## config.mk

```make
export PLATFORM = sky130hd
export DESIGN_NAME = ftwm_div
export DESIGN_NICKNAME = d
export VERILOG_FILES = /design/src/hdl/ftwm_pkg.sv /design/src/hdl/ftwm_div.sv
export SDC_FILE = /design/constraint.sdc
export NUM_CORES = 1
export LEC_CHECK = 0
export BUFFER_PORTS_ARGS = -buffer_cell sky130_fd_sc_hd__buf_2
export CAP_MARGIN = 30
export CORE_AREA = 5 5 96 98
export DETAILED_ROUTE_END_ITERATION = 10
export DIE_AREA = 0 0 101 103
export PLACE_DENSITY = 0.7
export SETUP_SLACK_MARGIN = 0.2
export SYNTH_ARGS = -nofsm -noshare
export SYNTH_HDL_FRONTEND = slang
export SYNTH_SLANG_ARGS = --single-unit
```

## constraint.sdc

```tcl
create_clock -name clk_i -period 3.1 [get_ports clk_i]
set_clock_uncertainty 0.2 [all_clocks]
set_input_delay 0.465 -clock clk_i [delete_from_list [all_inputs] [get_ports clk_i]]
set_output_delay 0.465 -clock clk_i [all_outputs]
set_load 0.05 [all_outputs]
```

## src/hdl/ftwm_pkg.sv

```systemverilog
// shared constants, codes and types of the frame time window monitor
// no dependencies; used by ftwm_div and frame_time_window_monitor

package ftwm_pkg;

  // field widths fixed by the interface
  localparam int unsigned DATA_W         = 32;
  localparam int unsigned WIN_W          = 9;
  localparam int unsigned CFG_IDX_W      = 1;
  localparam int unsigned RING_DEPTH_DEF = 256;

  // register reset values
  localparam logic [DATA_W-1:0] BUDGET_RST = 32'd16667;
  localparam logic [WIN_W-1:0]  WINDOW_RST = 9'd256;

  // register indexes on the config port
  localparam logic [CFG_IDX_W-1:0] CFG_BUDGET = 1'b0;
  localparam logic [CFG_IDX_W-1:0] CFG_WINDOW = 1'b1;

  // input word opcodes
  localparam logic OP_RECORD = 1'b0;
  localparam logic OP_CLEAR  = 1'b1;

  // divider status toward the sequencer
  typedef struct packed {
    logic busy;
    logic done;
  } div_stat_t;

endpackage

```

## src/hdl/ftwm_div.sv

```systemverilog
// bit-serial restoring divider, one quotient bit per cycle
// depends on ftwm_pkg (div_stat_t)

module ftwm_div #(
  parameter int unsigned SUM_W = 40,
  parameter int unsigned DIV_W = 9
) (
  input  logic                  clk_i,
  input  logic                  rst_ni,
  input  logic                  start_i,
  input  logic [SUM_W-1:0]      dividend_i,
  input  logic [DIV_W-1:0]      divisor_i,
  output logic [SUM_W-1:0]      quotient_o,
  output ftwm_pkg::div_stat_t   stat_o
);

  localparam int unsigned CNT_W = $clog2(SUM_W + 1);

  logic [SUM_W-1:0] dsr_q, dsr_d;
  logic [DIV_W-1:0] rem_q, rem_d;
  logic [DIV_W-1:0] dvs_q, dvs_d;
  logic [CNT_W-1:0] cnt_q, cnt_d;
  logic             run_q, run_d;
  logic             done_q, done_d;
  logic [DIV_W:0]   trial;
  logic             fits;

  // shift the next dividend bit into the partial remainder and try the subtract
  assign trial = {rem_q, dsr_q[SUM_W-1]};
  assign fits  = trial >= {1'b0, dvs_q};

  always_comb begin
    dsr_d  = dsr_q;
    rem_d  = rem_q;
    dvs_d  = dvs_q;
    cnt_d  = cnt_q;
    run_d  = run_q;
    done_d = 1'b0;
    if (start_i) begin
      dsr_d = dividend_i;
      rem_d = '0;
      dvs_d = divisor_i;
      cnt_d = CNT_W'(SUM_W);
      run_d = 1'b1;
    end else if (run_q) begin
      // quotient bits enter at the bottom as dividend bits leave the top
      dsr_d = {dsr_q[SUM_W-2:0], fits};
      rem_d = fits ? DIV_W'(trial - {1'b0, dvs_q}) : DIV_W'(trial);
      cnt_d = cnt_q - 1'b1;
      if (cnt_q == CNT_W'(1)) begin
        run_d  = 1'b0;
        done_d = 1'b1;
      end
    end
  end

  // control
  always_ff @(posedge clk_i or negedge rst_ni) begin
    if (!rst_ni) begin
      cnt_q  <= '0;
      run_q  <= 1'b0;
      done_q <= 1'b0;
    end else begin
      cnt_q  <= cnt_d;
      run_q  <= run_d;
      done_q <= done_d;
    end
  end

  // datapath
  always_ff @(posedge clk_i) begin
    dsr_q <= dsr_d;
    rem_q <= rem_d;
    dvs_q <= dvs_d;
  end

  assign quotient_o  = dsr_q;
  assign stat_o.busy = run_q;
  assign stat_o.done = done_q;

`ifndef SYNTHESIS
  // remainder stays below the divisor while dividing
  assert property (@(posedge clk_i) disable iff (!rst_ni)
    run_q |-> (rem_q < dvs_q))
    else $error("ftwm_div: remainder not below divisor");

  // done follows the last step only
  assert property (@(posedge clk_i) disable iff (!rst_ni)
    done_q |-> (!run_q && $past(run_q)))
    else $error("ftwm_div: done without a finishing step");

  // a start while running would lose an operation
  assert property (@(posedge clk_i) disable iff (!rst_ni)
    start_i |-> !run_q)
    else $error("ftwm_div: start while busy");
`endif

endmodule

```

==> qor.yml <==
netlist_area_sq_um: 3230
finish.instance_area_sq_um: 4020
area_growth_pct: 24.4
postSynthAreaPerCell_sq_um: 13.2
gr-usage-all-layers: 0.140
post_cts_buffers: 0
layout_min_cycle_time_ps: 2700
place_inst: 437
max_freq_mhz: 370
min_period_over_period: 0.872
hold_viol: 0
wl_mm: 6.94
final.setup.tns_ps: 0
drive_above_1_share: 0.451
slew_violations: 0
synth_cell_types: 44
grt_first_pass_wirelength_mm: 11.4
ios: 94
syn_nets: 308
worstReg2RegStart: "quotient_o[39]$_DFFE_PP_"
synth_warnings: 0
path_class: "reg -> reg"
die_x_um: 101
postSynth.asyncResetShare: 0.121
cts.reportedPaths.clkPinSlew_ps: 80
power_density_nw_per_um2: 739
tightest_slew_ps: 578
instances_no_fill: 454
die_height_um: 103
min_from: "divisor_i[4]"
clock_sinks: 66
rows: 34
grt_max_degree: 41
num-nets-final: 405
core_sq_um: 8380
finalSetupViolations: 0
max-slew-margin-rel: 0.615
cts_tree: "built"
min_path_type: "in -> reg"
cts-root-buf: "clkbuf_8"
clkLatencyLatePin_ps: 340
antenna_found_initial: 0
gp_congestion: 0.832
ant_nets: 0
start_util: 0.386
pre_cts_ws_ps: 348
end_kind: "flop"
drt_first_pass_iters: 4
layout_setup_ws_ps: 395
cp-startpoint: "quotient_o[39]$_DFFE_PP_"
status: "complete, no violations"
rsz0062_at_grt: "false"
via_per_inst: 5.00
wl_per_cell_um: 15.3
whs_ps: 94.6
crit_fanout: 3
overflow: 0
start_kind: "flop"
htree_levels: 3
synth_edf_count: 49
worstPathArrival_ps: 2750
syn_inst: 244
grt_pass1_vias: 2406
dieArea_sq_um: 10400
ys_seq_area_frac: 0.573
worstPathRequired_ps: 3140
vias: 2270
drc: 0
cts_buffers: 9
drt_iter0_drc: 90
clock_path_buffers: 2
peakVddDrop_uv: 345
maxCapViolations: 0
p_leak_uw: 0.00172
dp_hpwl_mm: 4.94
antenna_cells: 0
synth_top_flop_cell: "edfxtp_1"
ys_ff_latch: 66
dpl-instance-area_sq_um: 3820
port_buffers: 93
## report_power, final
group / switching (uW) / internal [uW] / total [uW]
registers: 94.7 / 1100 / 1200
logic: 660 / 421 / 1080
clock network: 323 / 371 / 694
total: 1080 / 1890 / 2970
## cell type report
type,count,area (sq um)
clock buffers,13,139
repair buffers,99,526
inverters,14,52.6
clock inverters,3,40.0
fillers,769,4360
multi-input cells,151,1280
flip-flops and latches,66,1850
well taps,108,135
## metrics by stage
step                       util  total power [uW]
after floorplan               -              2020
after global placement    0.456              2260
after detailed placement  0.456              2270
after CTS                 0.479              2980
after global routing      0.480              3150
final                     0.480              2970
## cells in the mapped netlist (3+ instances only)
cell type / count / area share
a21oi_1: 6 / 0.0093
xnor2_1: 4 / 0.011
mux2i_1: 5 / 0.015
nor2_1: 21 / 0.024
inv_1: 14 / 0.016
nand2b_1: 6 / 0.012
mux2_2: 40 / 0.14
nand2_1: 7 / 0.0081
o211ai_1: 3 / 0.0070
ha_1: 11 / 0.043
clkbuf_1: 9 / 0.010
edfxtp_1: 49 / 0.46
nand3_1: 3 / 0.0046
xor2_1: 5 / 0.014
a211oi_1: 9 / 0.021
dfrtp_1: 8 / 0.062
dfxtp_1: 9 / 0.056
a311oi_1: 3 / 0.0081
## placed cells by master (no fill, tap or decap), types with 3 or more instances in the layout
master and count:
a211oi_1 9, a21oi_1 6, a311oi_1 3, buf_2 93, buf_4 4, clkbuf_1 4
clkbuf_8 9, dfrtp_1 8, dfxtp_1 9, edfxtp_1 49, ha_1 11, inv_1 14
mux2_2 40, mux2i_1 5, nand2_1 7, nand2b_1 6, nand3_1 3, nor2_1 21
o211ai_1 3, xnor2_1 4, xor2_1 5
## layer usage
metal,global-route usage,up-vias,part of all wire
met5,0,-,0
met4,0.0521,0,0.0098
met3,0.0677,5,0.099
met2,0.214,77,0.45
met1,0.172,1090,0.44
li1,-,1098,-
## what timing repair did
item / 4_1_cts / 5_1_grt
gates resized for setup: 0 / 1
hold buffers: 1 / 0
endpoints found under the hold margin: 8 / 0
endpoints found under the setup margin: 0 / 1
## worst max-delay path: stages (launching register included)
cell	delay, ps
edfxtp_1	420
inv_1	80
ha_1	160
inv_1	50
fa_1	400
a211oi_1	320
buf_4	180
o211ai_1	90
o211a_1	140
or3_1	320
a311oi_2	250
## worst paths after layout
check	endpoint	slack [ps]	cells after the start
min	dvs_q[4]$_DFFE_PP_	90	1
max	rem_q[8]$_SDFFE_PP0P_	400	10
max reg2reg	rem_q[8]$_SDFFE_PP0P_	400	10
max in group asynchronous	cnt_q[5]$_DFFE_PN0P_	2230	2
min in group asynchronous	cnt_q[4]$_DFFE_PN0P_	300	2
min reg2reg	rem_q[5]$_SDFFE_PP0P_	310	2
## cell families (layout without fill, tap and decap cells)
family          after synthesis  after routing  synth area share
buf+inv                      27            129            0.0345
compound gates               33             33            0.0782
flops                        66             66             0.573
xor+xnor                      9              9            0.0244
mux                          45             45             0.155
fa+ha+maj                    12             12            0.0488
simple gates                 52             52            0.0863
## registers in the layout, indices dropped and copies added (netlist names)
name	flops
cnt_q	6
done_q	1
dvs_q	9
quotient_o	40
rem_q	9
run_q	1
Power figures use the tool's default switching activity.
